### config.mk
export PLATFORM = sky130hd
export DESIGN_NAME = utf8_to_iso8859_15_converter_top
export DESIGN_NICKNAME = d
export VERILOG_FILES = /design/src/rtl/u2i_pkg.sv /design/src/rtl/u2i_front.sv /design/src/rtl/u2i_fifo.sv /design/src/rtl/u2i_back.sv /design/src/rtl/utf8_to_iso8859_15_converter_top.sv
export SDC_FILE = /design/constraint.sdc
export NUM_CORES = 1
export LEC_CHECK = 0
export ABC_AREA = 1
export BUFFER_PORTS_ARGS = -buffer_cell sky130_fd_sc_hd__buf_2
export CAP_MARGIN = 0
export CORE_ASPECT_RATIO = 0.7
export CORE_MARGIN = 3
export CORE_UTILIZATION = 55
export DETAILED_ROUTE_END_ITERATION = 8
export PLACE_DENSITY = 0.76
export SYNTH_ARGS = -nofsm -noshare
export SYNTH_HDL_FRONTEND = slang
export SYNTH_HIERARCHICAL = 1
export SYNTH_SLANG_ARGS = --single-unit
### constraint.sdc
create_clock -name clk -period 2.47 [get_ports clk]
set_input_delay 0.247 -clock clk [delete_from_list [all_inputs] [get_ports clk]]
set_output_delay 0.247 -clock clk [all_outputs]
set_load 0.05 [all_outputs]
### src/rtl/u2i_pkg.sv
// Shared types, constants and the code point mapping for the UTF-8 to ISO-8859-15 converter.
package u2i_pkg;

  localparam int unsigned FIFO_DEPTH = 4;
  localparam int unsigned FIFO_AW    = 2;
  localparam int unsigned FIFO_CW    = FIFO_AW + 1;

  localparam logic [31:0] CP_LIMIT  = 32'h0010_FFFF;
  localparam logic [7:0]  CH_BSLASH = 8'h5C;
  localparam logic [7:0]  CH_QUOTE  = 8'h22;
  localparam logic [7:0]  CH_QMARK  = 8'h3F;
  localparam logic [7:0]  CH_NUL    = 8'h00;

  // bit positions in a job's piece mask; emitted from high to low
  localparam int unsigned PC_ESC  = 2;
  localparam int unsigned PC_CHR  = 1;
  localparam int unsigned PC_TERM = 0;

  typedef struct packed {
    logic [2:0] pieces;
    logic [7:0] char_byte;
  } u2i_job_t;

  typedef struct packed {
    logic full;
    logic empty;
  } u2i_fifo_stat_t;

  function automatic logic [7:0] to_iso(input logic [31:0] cp);
    logic [7:0] res;
    res = CH_QMARK;
    if (cp[31:8] == 24'h0) begin
      unique case (cp[7:0]) inside
        8'hA4, 8'hA6, 8'hA8, 8'hB4, 8'hB8, 8'hBC, 8'hBD, 8'hBE: res = CH_QMARK;
        default: res = cp[7:0];
      endcase
    end else begin
      unique case (cp)
        32'h0000_20AC: res = 8'hA4;
        32'h0000_0160: res = 8'hA6;
        32'h0000_0161: res = 8'hA8;
        32'h0000_017D: res = 8'hB4;
        32'h0000_017E: res = 8'hB8;
        32'h0000_0152: res = 8'hBC;
        32'h0000_0153: res = 8'hBD;
        32'h0000_0178: res = 8'hBE;
        default:       res = CH_QMARK;
      endcase
    end
    return res;
  endfunction

endpackage

### src/rtl/u2i_front.sv
// Front end: takes input bytes, tracks the code point and builds output jobs.
module u2i_front (
  input  logic              clk,
  input  logic              rst_n,
  input  logic              in_valid,
  output logic              in_stall,
  input  logic [7:0]        in_byte,
  input  logic              fifo_full,
  output logic              job_push,
  output u2i_pkg::u2i_job_t job
);
  import u2i_pkg::*;

  logic [31:0] accum_r, accum_nxt;
  logic        pending_r, pending_nxt;
  logic        accept, is_cont, emit, is_term, need_esc;
  logic [7:0]  iso_byte;

  assign in_stall = fifo_full;
  assign accept   = in_valid && !fifo_full;
  assign is_cont  = (in_byte[7:6] == 2'b10);
  assign is_term  = (in_byte == CH_NUL);
  assign iso_byte = to_iso(accum_r);
  assign emit     = pending_r && !is_cont && (accum_r <= CP_LIMIT);
  assign need_esc = emit && ((iso_byte == CH_QUOTE) || (iso_byte == CH_BSLASH));

  always_comb begin
    job.pieces          = '0;
    job.pieces[PC_ESC]  = need_esc;
    job.pieces[PC_CHR]  = emit;
    job.pieces[PC_TERM] = is_term;
    job.char_byte       = iso_byte;
  end

  // bytes that produce nothing are not queued
  assign job_push = accept && (emit || is_term);

  always_comb begin
    accum_nxt   = accum_r;
    pending_nxt = pending_r;
    if (accept) begin
      if (is_term) begin
        accum_nxt   = '0;
        pending_nxt = 1'b0;
      end else begin
        pending_nxt = 1'b1;
        if (!in_byte[7])          accum_nxt = {24'h0, in_byte};
        else if (!in_byte[6])     accum_nxt = {accum_r[25:0], in_byte[5:0]};
        else if (!in_byte[5])     accum_nxt = {27'h0, in_byte[4:0]};
        else if (!in_byte[4])     accum_nxt = {28'h0, in_byte[3:0]};
        else                      accum_nxt = {29'h0, in_byte[2:0]};
      end
    end
  end

  always_ff @(posedge clk) begin
    if (!rst_n) begin
      accum_r   <= '0;
      pending_r <= 1'b0;
    end else begin
      accum_r   <= accum_nxt;
      pending_r <= pending_nxt;
    end
  end

endmodule

### src/rtl/u2i_fifo.sv
// Small job queue between the front end and the output sequencer.
module u2i_fifo (
  input  logic                    clk,
  input  logic                    rst_n,
  input  logic                    push,
  input  u2i_pkg::u2i_job_t       wr_job,
  input  logic                    pop,
  output u2i_pkg::u2i_job_t       head,
  output u2i_pkg::u2i_fifo_stat_t stat
);
  import u2i_pkg::*;

  u2i_job_t             mem [FIFO_DEPTH];
  logic [FIFO_AW-1:0]   wr_ptr_r, wr_ptr_nxt, rd_ptr_r, rd_ptr_nxt;
  logic [FIFO_CW-1:0]   cnt_r, cnt_nxt;

  assign head       = mem[rd_ptr_r];
  assign stat.full  = (cnt_r == FIFO_CW'(FIFO_DEPTH));
  assign stat.empty = (cnt_r == '0);

  always_comb begin
    wr_ptr_nxt = push ? wr_ptr_r + 1'b1 : wr_ptr_r;
    rd_ptr_nxt = pop  ? rd_ptr_r + 1'b1 : rd_ptr_r;
    cnt_nxt    = cnt_r;
    if (push && !pop)      cnt_nxt = cnt_r + 1'b1;
    else if (pop && !push) cnt_nxt = cnt_r - 1'b1;
  end

  always_ff @(posedge clk) begin
    if (push) begin
      mem[wr_ptr_r] <= wr_job;
    end
  end

  always_ff @(posedge clk) begin
    if (!rst_n) begin
      wr_ptr_r <= '0;
      rd_ptr_r <= '0;
      cnt_r    <= '0;
    end else begin
      wr_ptr_r <= wr_ptr_nxt;
      rd_ptr_r <= rd_ptr_nxt;
      cnt_r    <= cnt_nxt;
    end
  end

endmodule

### src/rtl/u2i_back.sv
// Back end: walks each queued job and drives one output byte per transfer.
module u2i_back (
  input  logic                    clk,
  input  logic                    rst_n,
  input  u2i_pkg::u2i_job_t       head,
  input  u2i_pkg::u2i_fifo_stat_t stat,
  output logic                    pop,
  output logic                    out_valid,
  input  logic                    out_stall,
  output logic [7:0]              out_byte,
  output logic                    out_run_last
);
  import u2i_pkg::*;

  logic [2:0] done_r, done_nxt;
  logic [2:0] pend, sel;
  logic       load, last;
  logic       out_valid_r, out_valid_nxt;
  logic [7:0] out_byte_r, out_byte_nxt;
  logic       out_last_r, out_last_nxt;

  assign out_valid    = out_valid_r;
  assign out_byte     = out_byte_r;
  assign out_run_last = out_last_r;

  assign pend = head.pieces & ~done_r;
  assign load = !stat.empty && (!out_valid_r || !out_stall);

  always_comb begin
    sel          = '0;
    out_byte_nxt = out_byte_r;
    if (pend[PC_ESC]) begin
      sel[PC_ESC]  = 1'b1;
      out_byte_nxt = CH_BSLASH;
    end else if (pend[PC_CHR]) begin
      sel[PC_CHR]  = 1'b1;
      out_byte_nxt = head.char_byte;
    end else begin
      sel[PC_TERM] = 1'b1;
      out_byte_nxt = CH_NUL;
    end
    last = ((pend & ~sel) == '0);

    pop           = load && last;
    done_nxt      = done_r;
    out_last_nxt  = out_last_r;
    out_valid_nxt = out_valid_r;
    if (load) begin
      out_valid_nxt = 1'b1;
      out_last_nxt  = last;
      done_nxt      = last ? '0 : (done_r | sel);
    end else begin
      out_byte_nxt = out_byte_r;
      if (out_valid_r && !out_stall) out_valid_nxt = 1'b0;
    end
  end

  always_ff @(posedge clk) begin
    out_byte_r <= out_byte_nxt;
    out_last_r <= out_last_nxt;
  end

  always_ff @(posedge clk) begin
    if (!rst_n) begin
      done_r      <= '0;
      out_valid_r <= 1'b0;
    end else begin
      done_r      <= done_nxt;
      out_valid_r <= out_valid_nxt;
    end
  end

endmodule

### src/rtl/utf8_to_iso8859_15_converter_top.sv
// Top level of the UTF-8 to ISO-8859-15 stream converter.
//
// Input channel: one UTF-8 byte per transfer on in_byte (in_valid/in_stall).
// A zero byte ends a string: any pending character is flushed, a zero
// terminator follows and the decoder state is cleared.
// Output channel: one ISO-8859-15 byte per transfer on out_byte, with
// out_run_last set on the last byte caused by an input byte. A quote or
// backslash character is preceded by a backslash byte.
// A character comes out when the next non-continuation byte arrives.
// A job passes through the queue and then the output register to out_valid.
// Throughput: one input byte per cycle while each byte produces at most one
// output byte and the receiver does not stall; the output side sends one
// byte per cycle unless stalled, so an escape or a terminator each adds an
// output byte. A four-entry job queue sits between the decoder and the
// output sequencer; in_stall is high only while that queue is full.
// When the receiver stalls, the output register holds its byte and the queue
// fills, after which the input is stalled.
// Reset (rst_n low, synchronous) clears the decoder, the queue and out_valid.
module utf8_to_iso8859_15_converter_top (
  input  logic       clk,
  input  logic       rst_n,
  input  logic       in_valid,
  output logic       in_stall,
  input  logic [7:0] in_byte,
  output logic       out_valid,
  input  logic       out_stall,
  output logic [7:0] out_byte,
  output logic       out_run_last
);
  import u2i_pkg::*;

  u2i_job_t       push_job, head_job;
  u2i_fifo_stat_t fifo_stat;
  logic           job_push, job_pop;

  u2i_front u_front (
    .clk       (clk),
    .rst_n     (rst_n),
    .in_valid  (in_valid),
    .in_stall  (in_stall),
    .in_byte   (in_byte),
    .fifo_full (fifo_stat.full),
    .job_push  (job_push),
    .job       (push_job)
  );

  u2i_fifo u_fifo (
    .clk    (clk),
    .rst_n  (rst_n),
    .push   (job_push),
    .wr_job (push_job),
    .pop    (job_pop),
    .head   (head_job),
    .stat   (fifo_stat)
  );

  u2i_back u_back (
    .clk          (clk),
    .rst_n        (rst_n),
    .head         (head_job),
    .stat         (fifo_stat),
    .pop          (job_pop),
    .out_valid    (out_valid),
    .out_stall    (out_stall),
    .out_byte     (out_byte),
    .out_run_last (out_run_last)
  );

  a_no_push_full: assert property (@(posedge clk) disable iff (!rst_n)
    !(job_push && fifo_stat.full))
    else $error("job pushed into a full queue");

  a_no_pop_empty: assert property (@(posedge clk) disable iff (!rst_n)
    !(job_pop && fifo_stat.empty))
    else $error("job popped from an empty queue");

  // the rest of a job follows right after a non-final transfer
  a_run_continues: assert property (@(posedge clk) disable iff (!rst_n)
    (out_valid && !out_stall && !out_run_last) |=> out_valid)
    else $error("output run broken before its last byte");

endmodule

=== After elaboration in Yosys (flattened, before gate mapping) ===
Memories as Yosys holds them, arrays and structs flattened. A register that Yosys moved wholly into a read port is not among the register bits.
Index checks and enable logic that the tools add are counted.

* Flip-flop bits (word level): 53
* RAM bits: 44
* Input port bits: 12
* Output and inout bits: 11
* Logic and storage cells: 93
* Memories: 1

{| class="wikitable"
|+ Memory list
! memory !! depth !! bits a word !! rd ports !! clocked after memory_dff !! write ports !! RTL line !! source
|-
| u_fifo.mem || 4 || 11 || 1 || 1 || 1 || u2i_fifo.sv:13 || <nowiki>u2i_job_t mem [FIFO_DEPTH];</nowiki>
|}

* Add/subtract/negate cells: 4
* Order comparisons: 1
* Equality and inequality tests: 20
* Muxes and demuxes: 23
* Bitwise gates (word level): 6
* Reductions and logical operators: 28

{| class="wikitable"
|+ Operators by type and width
! cell !! count
|-
| 32-bit by 9-bit == test with 1-bit output (second input constant) || 7
|-
| 32-bit two-way mux || 4
|-
| 8-bit == test (second input constant) || 8
|-
| 8-bit case mux with 8 select lines || 1
|-
| 32-bit by 14-bit == test with 1-bit output (second input constant) || 1
|-
| 32-bit by 21-bit <= comparator with 1-bit output (second input constant) || 1
|-
| 24-bit zero test || 1
|-
| 8-bit two-way mux || 2
|-
| 1-bit logical AND || 10
|-
| 3-bit two-way mux || 3
|-
| 8-bit by 6-bit == test with 1-bit output (second input constant) || 1
|-
| 8-bit by 7-bit == test with 1-bit output (second input constant) || 1
|-
| 8-bit zero test || 1
|-
| 1-bit two-way mux || 8
|-
| 8-bit OR reduction || 1
|-
| 1-bit zero test || 7
|-
| 7-bit two-way mux || 1
|-
| 3-bit AND || 2
|-
| 3-bit zero test || 2
|-
| 2-bit two-way mux || 3
|-
| 3-bit inverter || 2
|-
| 2-bit by 1-bit adder with 2-bit output (second input constant) || 2
|-
| 4-bit two-way mux || 1
|-
| 2-bit nonzero test || 2
|-
| other kinds (8) || 10
|}

=== Logic depth before layout (Yosys ltp) ===
Gate-level depths: netlist of the first run.

* Depth in word-level cells: 11
* Depth in mapped cells: 17
* Depth with buffers taken out: 16

=== By module ===
The synthesis of the first run kept the hierarchy.

{| class="wikitable"
|+ By module, submodules not included
! module !! instances !! cells each !! area each (um^2)
|-
| u2i_fifo || 1 || 165 || 2084.5
|-
| u2i_front || 1 || 318 || 1968.1
|-
| u2i_back || 1 || 59 || 553.0
|}

=== Worst setup path after synthesis of the first run ===
Ideal clock, no wire load.

* Path type: register to register
* From: register u_fifo.cnt_r[1]
* To: register u_fifo.cnt_r[2]
* Data arrival time: 2.399 ns
* Required time: 2.360 ns
* Setup slack: -0.039 ns
* Cell stages (with the launch flop): 16
* Path through: dfxtp_1 > nor3_1 > nor2_1 > inv_1 > clkbuf_1 > clkbuf_1 > a21oi_1 > ha_1 > inv_1 > fa_1 > inv_1 > nand2_1 > nand3_1 > nand2_1 > inv_1 > nor2_1

{| class="wikitable"
|+ RTL lines
! what !! RTL line !! source
|-
| start, declared || u2i_fifo.sv:15 || <nowiki>logic [FIFO_CW-1:0] cnt_r, cnt_nxt;</nowiki>
|-
| start signal, assigned || u2i_fifo.sv:43 || <nowiki>cnt_r <= cnt_nxt;</nowiki>
|}

==> results of run 1 <==
-- metal layers --
metal | vias to the layer above | global-route usage | wire (um)
met3 | 12 | 0.0612 | 534
met5 | - | 0 | 0
met1 | 1677 | 0.307 | 4900
met4 | 0 | 0.0563 | 102
li1 | 1840 | - | -
met2 | 96 | 0.328 | 4390
-- worst max-delay path: cells and delay by family (launching register included) --
kind                       cells  cell delay [ns]
AOI/OAI and AO/OA              1             0.18
adders and majority gates      2             0.52
buffers and inverters          5             0.33
DFF                            1             0.31
and+or+nand+nor                8             0.86
-- logic make-up (layout without fill, tap and decap cells) --
logic type      count (synthesis)  in the layout  synth area share
buf+inv                        92            129            0.0861
simple gates                  251            251             0.228
fa+ha+maj                       6              6            0.0179
compound gates                 94             94             0.122
flops                          99             99             0.546
-- placed cells by master (no fill, tap or decap), types with 2 or more instances in the layout --
master	count
nor2_1	107
nand2_1	96
inv_1	56
edfxtp_1	53
dfxtp_1	45
a22oi_1	25
buf_2	22
buf_4	19
o21ai_1	19
o21ai_0	18
nand3_1	17
inv_2	15
a21oi_1	15
o22ai_1	11
nor2_2	10
clkbuf_16	9
nand2_2	8
ha_1	4
nor3_1	3
nand4_1	3
clkinv_4	2
clkinvlp_4	2
a21oi_2	2
nor4_1	2
nand2_4	2
-- power groups by stage --
stage	Combinational (mW)	Clock [mW]	Sequential [mW]
after floorplan	0.763	0	2.40
after global placement	1.36	0	2.10
after detailed placement	1.40	0	2.11
after CTS	1.40	1.45	2.07
after global routing	1.57	1.53	2.10
final	1.43	1.43	2.08
-- how the worst max path moves through the flow --
stage	to	slack, ns	depth (start not counted)
2_1_floorplan	u_fifo/cnt_r[1]	0.06	11
3_3_place_gp	u_fifo/cnt_r[2]	0.08	16
3_5_place_dp	u_fifo/cnt_r[2]	0.04	16
4_1_cts	u_fifo/cnt_r[2]	0.002	16
5_1_grt	u_fifo/cnt_r[2]	-0.03	16
6_report	u_fifo/cnt_r[2]	0.18	16
-- timing repair --
item	CTS	global route
endpoints found under the setup margin	0	13
setup buffers	0	2
gates resized for setup	0	10
-- final cells by class --
cell class | count | area [um^2]
multi-input combinational | 351 | 1730
timing repair buffer | 41 | 253
fill | 642 | 2800
inverter | 72 | 273
clock inverter | 7 | 87.6
sequential | 99 | 2510
tap | 101 | 126
clock buffer | 9 | 225
-- metrics by stage --
stage	instance area, um^2	TNS [ns]	cells	hold WS (ns)
after CTS	5160	0	678	0.153
after global placement	4850	0	662	0.422
after global routing	5210	-0.0301	680	0.160
after floorplan	4610	0	542	0.368
final	5210	0	680	0.162
after detailed placement	4850	0	662	0.437
-- flip-flops by register name, indices dropped and copies added (netlist names), named ones only --
signal	count
u_fifo/mem	44
u_fifo/wr_ptr_r	2
u_back/out_valid	1
u_front/accum_r	32
u_back/out_byte	8
u_back/done_r	3
u_back/out_run_last	1
u_fifo/cnt_r	3
u_fifo/rd_ptr_r	2
u_front/pending_r	1
==> parameters.txt, run 1 <==
Parameter                              Value

Outcome
  Result of the run    finished, final reports clean

Synthesis
  Fraction of synthesized cell area taken by the top area cell type    0.346
  Synth warn    6
  Net count of the mapped netlist    560
  Async S/R FF share, synth    0
  Post-Synthesis Cells    ~540
  Synthesized area per cell    8.50 um^2
  Post-Syn Area    0.00461 mm^2
  Cell types with the largest area share after synthesis    edfxtp_1 (35%), dfxtp_1 (20%), nor2_1 (8.8%)
  Number of distinct standard cells referenced by the synthesized netlist    30
  Cell with the most instances after synthesis    nor2_1
  Post-synth EDFFs    53
  Main synth FF type    edfxtp_1
  Most instantiated cells after synthesis    nor2_1 (108), nand2_1 (97), inv_1 (57), edfxtp_1 (53), dfxtp_1 (46)
  Post-synthesis register bit count    99
  Library cell occupying the most area in the post-synthesis netlist    edfxtp_1
  Sequential area share after synthesis    0.546

Timing
  Final-report hold violation count    0
  Worst clock skew    0.00764 ns
  PnR worst setup slack    0.176 ns
  Final Slew Violations    0
  Final critical path time including I/O delays and setup    ~2.3 ns
  Ratio of final minimum period to clock period    0.929
  Worst slew pin tran    about 0.9 ns
  Relative slew margins    0.389
  Upper clock frequency limit    0.436 GHz
  Final setup viols    0

Floorplanning
  Initial core utilization    0.575
  Die outline width    115 um
  Die outline area    0.00953 mm^2
  Area inside the core boundary    0.00801 mm^2
  Die Ht    82.6 um
  Cell row count    27
  I/O pin count    23

Pwr
  IR Drop Worst-Case VDD    464 uV
  Total power per unit cell area    947 mW/mm^2
  Internal    3.19 mW
  Sequential Power Share    0.421
  Combinational share of power    0.290
  Switching power share of the total    0.354
  Clock power frac    0.289
  P_leak    2.16 nW
  Overall Power    around 5 mW
  Switching pwr    between 1.5 and 2 mW

Setup path
  Critical Path Start    u_front/accum_r[27]
  CP most frequent cell    inv_1
  Sequence of cells on the critical path    inv_1 -> nand2_1 -> nor2_2 -> nand2_2 -> nor4_4 -> inv_2 -> a21oi_4 -> ha_2 -> inv_1 -> fa_2 -> inv_1 -> nand2_1 -> nand3_1 -> nand2_1 -> inv_1 -> nor2_1
  Data arrival at the endpoint of the critical path    2.54 ns
  Beginning of the worst register-to-register path    u_front/accum_r[27]
  End of the worst register-to-register path    u_fifo/cnt_r[2]
  Startpoint type of the worst setup path    flip-flop
  Worst Path Class, Setup    flip-flop to flip-flop
  Critical-path top delay cell    nor4_4
  Worst endpoint required time    2.72 ns
  Critical path fanouts, max    2
  Setup slack of the most critical reg-to-reg path    0.18 ns
  Crit path largest cell delay    roughly 0.34 ns
  Crit path capture type    flip-flop
  Worst Reg-to-Reg Cells    16

Clock tree
  Number of H-tree levels    3
  TritonCTS clock tree    built
  Total clock buffers created by CTS    9
  Buffers from clock root to sink, at most    2
  Clock sinks    a little under 100
  Clock network latency to the later pin of the worst-skew pair    0.35 ns
  Number of buffers added to fix hold violations after cts    0
  Root buffer cell    clkbuf_16
  Clock slew at the register clock pins of the worst setup and hold paths    0.07 ns

Place
  DP Wirelength    around 7000 um
  Port-buffer cells    22
  Global placement routability congestion    0.856
  Placement Setup Slack    around 0.044 ns

Global route
  Initial antenna violation count    0
  Remaining Overflow, GRT    0
  First-pass GRT wire length    15700 um
  Largest net degree at the start of global routing    38
  Number of global-route vias before repair    3277
  Total Routing Usage GR    0.217

Drt
  Drt via density    ~5.3
  Number of violations reported at the end of detailed-routing iteration 0    383
  Detailed-route wire length per cell    14.6 um
  Final antenna-violating net count    0
  Routed vias    3625
  Number of remaining DRC errors    0
  First-pass iteration count of the detailed router    5
  Routed wire length    9930 um

Min path
  Critical hold path startpoint    out_stall
  End point of the worst hold path    u_back/out_valid
  Worst hold path type    input port to flip-flop
  Hold depth    3

Finish
  Layout overhead on the synthesized area    13.1%
  Share of cells above drive strength 1    0.178
  Post-layout util    0.651
  Ant. Diodes    0
  Final #Nets    592

Run
  Max Cap Viol    0
No activity file was read; power rests on OpenSTA's default activity.
==> run 2, diff against run 1 <==
Settings changed: CELL_PAD_IN_SITES_DETAIL_PLACEMENT set to 2, CELL_PAD_IN_SITES_GLOBAL_PLACEMENT set to 2, CORE_UTILIZATION 55 to 37, PLACE_DENSITY 0.76 to unset, PLACE_DENSITY_LB_ADDON set to 0.1.
Clock period 2.47 ns to 2.51 ns, I/O delays scaled along.
==> parameters.txt, run 2 (synthesis results as in run 1) <==
Parameter                              Value

Outcome
  Result of the run    finished, final reports clean

Floorplanning
  Die Ht    99.3 um
  Area inside the core boundary    0.0119 mm^2
  I/O pin count    23
  Die outline area    around 0.014 mm^2
  Initial core utilization    0.386
  Die outline width    139 um
  Cell row count    33

Setup path
  CP most frequent cell    nand2_1
  Critical path buffer and inverter count    3
  Critical path fanouts, max    11
  Crit path max-delay family    simple AND/OR/NAND/NOR gates
  Crit path largest cell delay    0.33 ns
  Critical-path top delay cell    dfxtp_2
  Sequence of cells on the critical path    inv_1 -> nand2_1 -> nor2_1 -> nand2_2 -> buf_4 -> nor2_2 -> buf_12 -> nand2_1 -> nand2_1 -> nor2_2 -> nand2_2 -> nand2_1 -> nand2_2 -> nand2_1 -> nor2_1 -> nand2_2 -> a21oi_4
  Crit path capture type    flip-flop
  Worst endpoint required time    ~2.7 ns
  Data arrival at the endpoint of the critical path    around 2.5 ns
  Startpoint type of the worst setup path    flip-flop
  Worst Path Class, Setup    flip-flop to flip-flop

Clock tree
  TritonCTS clock tree    built
  Clock network latency to the later pin of the worst-skew pair    0.34 ns
  Buffers from clock root to sink, at most    2
  Number of H-tree levels    3
  Root buffer cell    clkbuf_16
  Clock slew at the register clock pins of the worst setup and hold paths    0.07 ns
  Number of buffers added to fix hold violations after cts    0
  Total clock buffers created by CTS    9
  Clock sinks    99

Drt
  Routed vias    just under 4000
  Number of violations reported at the end of detailed-routing iteration 0    245
  Final antenna-violating net count    0
  Highest routed metal layer    met4
  Routed wire length    around 15000 um
  Detailed-route wire length per cell    approximately 20 um
  Number of remaining DRC errors    0
  Total met2 wirelength after detailed routing    7170 um
  Met3 Routed Length    379 um
  Routed length on met1    ~7000 um
  Drt via density    slightly above 5
  First-pass iteration count of the detailed router    4

Global route
  Largest net degree at the start of global routing    38
  Remaining Overflow, GRT    0
  Total Routing Usage GR    0.215
  Initial antenna violation count    0
  First-pass GRT wire length    about 23000 um
  Number of global-route vias before repair    between 4000 and 5000

Timing
  Final critical path time including I/O delays and setup    approximately 2.3 ns
  Relative slew margins    0.518
  PnR worst setup slack    0.168 ns
  Worst clock skew    0.00829 ns
  Worst slew pin tran    just over 0.7 ns
  Final Slew Violations    0
  Final setup viols    0
  Ratio of final minimum period to clock period    0.933
  Upper clock frequency limit    0.427 GHz
  Final-report hold violation count    0

Pwr
  Total power per unit cell area    941 mW/mm^2
  IR Drop Worst-Case VDD    429 uV
  Overall Power    5.11 mW
  P_leak    2.23 nW

Finish
  Share of cells above drive strength 1    0.223
  Top reg by flops    u_fifo/mem
  Final #Nets    605
  Number of flip-flops under the largest register name    44
  Ant. Diodes    0
  Leading cell type in the layout, fill and taps excluded    nor2_1
  Leading cell types in the layout, fill and taps excluded    nor2_1 (104), nand2_1 (92), inv_1 (53), edfxtp_1 (53), dfxtp_1 (40)
  Total of fill cells in the finished design    1317
  Layout overhead on the synthesized area    17.9%

Place
  Port-buffer cells    22
  DP Wirelength    10600 um
  Placement Setup Slack    -0.167 ns
  Global placement routability congestion    0.782

Run
  Max Cap Viol    0

Min path
  Worst hold path type    input port to flip-flop
[run 2: repair_timing]
| action | CTS | global route |
|---|---|---|
| pin swaps | 4 | 12 |
| setup buffers | 3 | 6 |
| setup endpoints to repair | 2 | 6 |
| gates cloned | 0 | 0 |
| gates resized for setup | 7 | 25 |
[run 2: worst paths after layout]
check        cells after the start                end           startpoint  slack, ns
max                             17  u_fifo/mem[2][10]  u_front/accum_r[25]       0.17
min                              3   u_back/out_valid            out_stall       0.19
max reg2reg                     17  u_fifo/mem[2][10]  u_front/accum_r[25]       0.17
min reg2reg                      2   u_back/done_r[0]     u_back/done_r[0]       0.46
[run 2: stage by stage]
stage | hold WS (ns) | cell area [um^2] | cells | TNS, ns | util
6_report | 0.191 | 5430 | 749 | 0 | 0.455
5_1_grt | 0.209 | 5430 | 749 | -0.0918 | 0.455
4_1_cts | 0.188 | 5310 | 743 | 0 | 0.445
3_5_place_dp | 0.442 | 4970 | 724 | -0.205 | 0.417
3_3_place_gp | 0.420 | 4970 | 724 | 0 | 0.417
2_1_floorplan | 0.372 | 4610 | 542 | 0 | -
[run 2: area by class of cell]
| cell class | count | area [um^2] | area share |
|---|---|---|---|
| Inverter | 72 | 279 | 0.0514 |
| Clock buffer | 9 | 225 | 0.0415 |
| Clock inverter | 7 | 67.6 | 0.0124 |
| Tap cell | 157 | 196 | 0.0362 |
| Sequential cell | 99 | 2520 | 0.464 |
| Multi-Input combinational cell | 351 | 1780 | 0.327 |
| Timing Repair Buffer | 54 | 363 | 0.0668 |
[run 2: tightest hold or removal path, cell delays in order]
cell,delay (ns)
buf_2,0.10
nand2_1,0.08
a21oi_1,0.06
[run 2: metal layers]
metal / global-route usage / vias up
li1: - / 1855
met1: 0.289 / 1981
met2: 0.370 / 45
met3: 0.0389 / 11
met4: 0.0368 / 0
met5: 0 / -
[run 2: report_power, final]
part	switching, mW	internal (mW)	total, mW	leakage [nW]
Clock	0.637	0.771	1.41	0.139
Combinational	1.15	0.486	1.64	1.23
Sequential	0.120	1.95	2.07	0.864
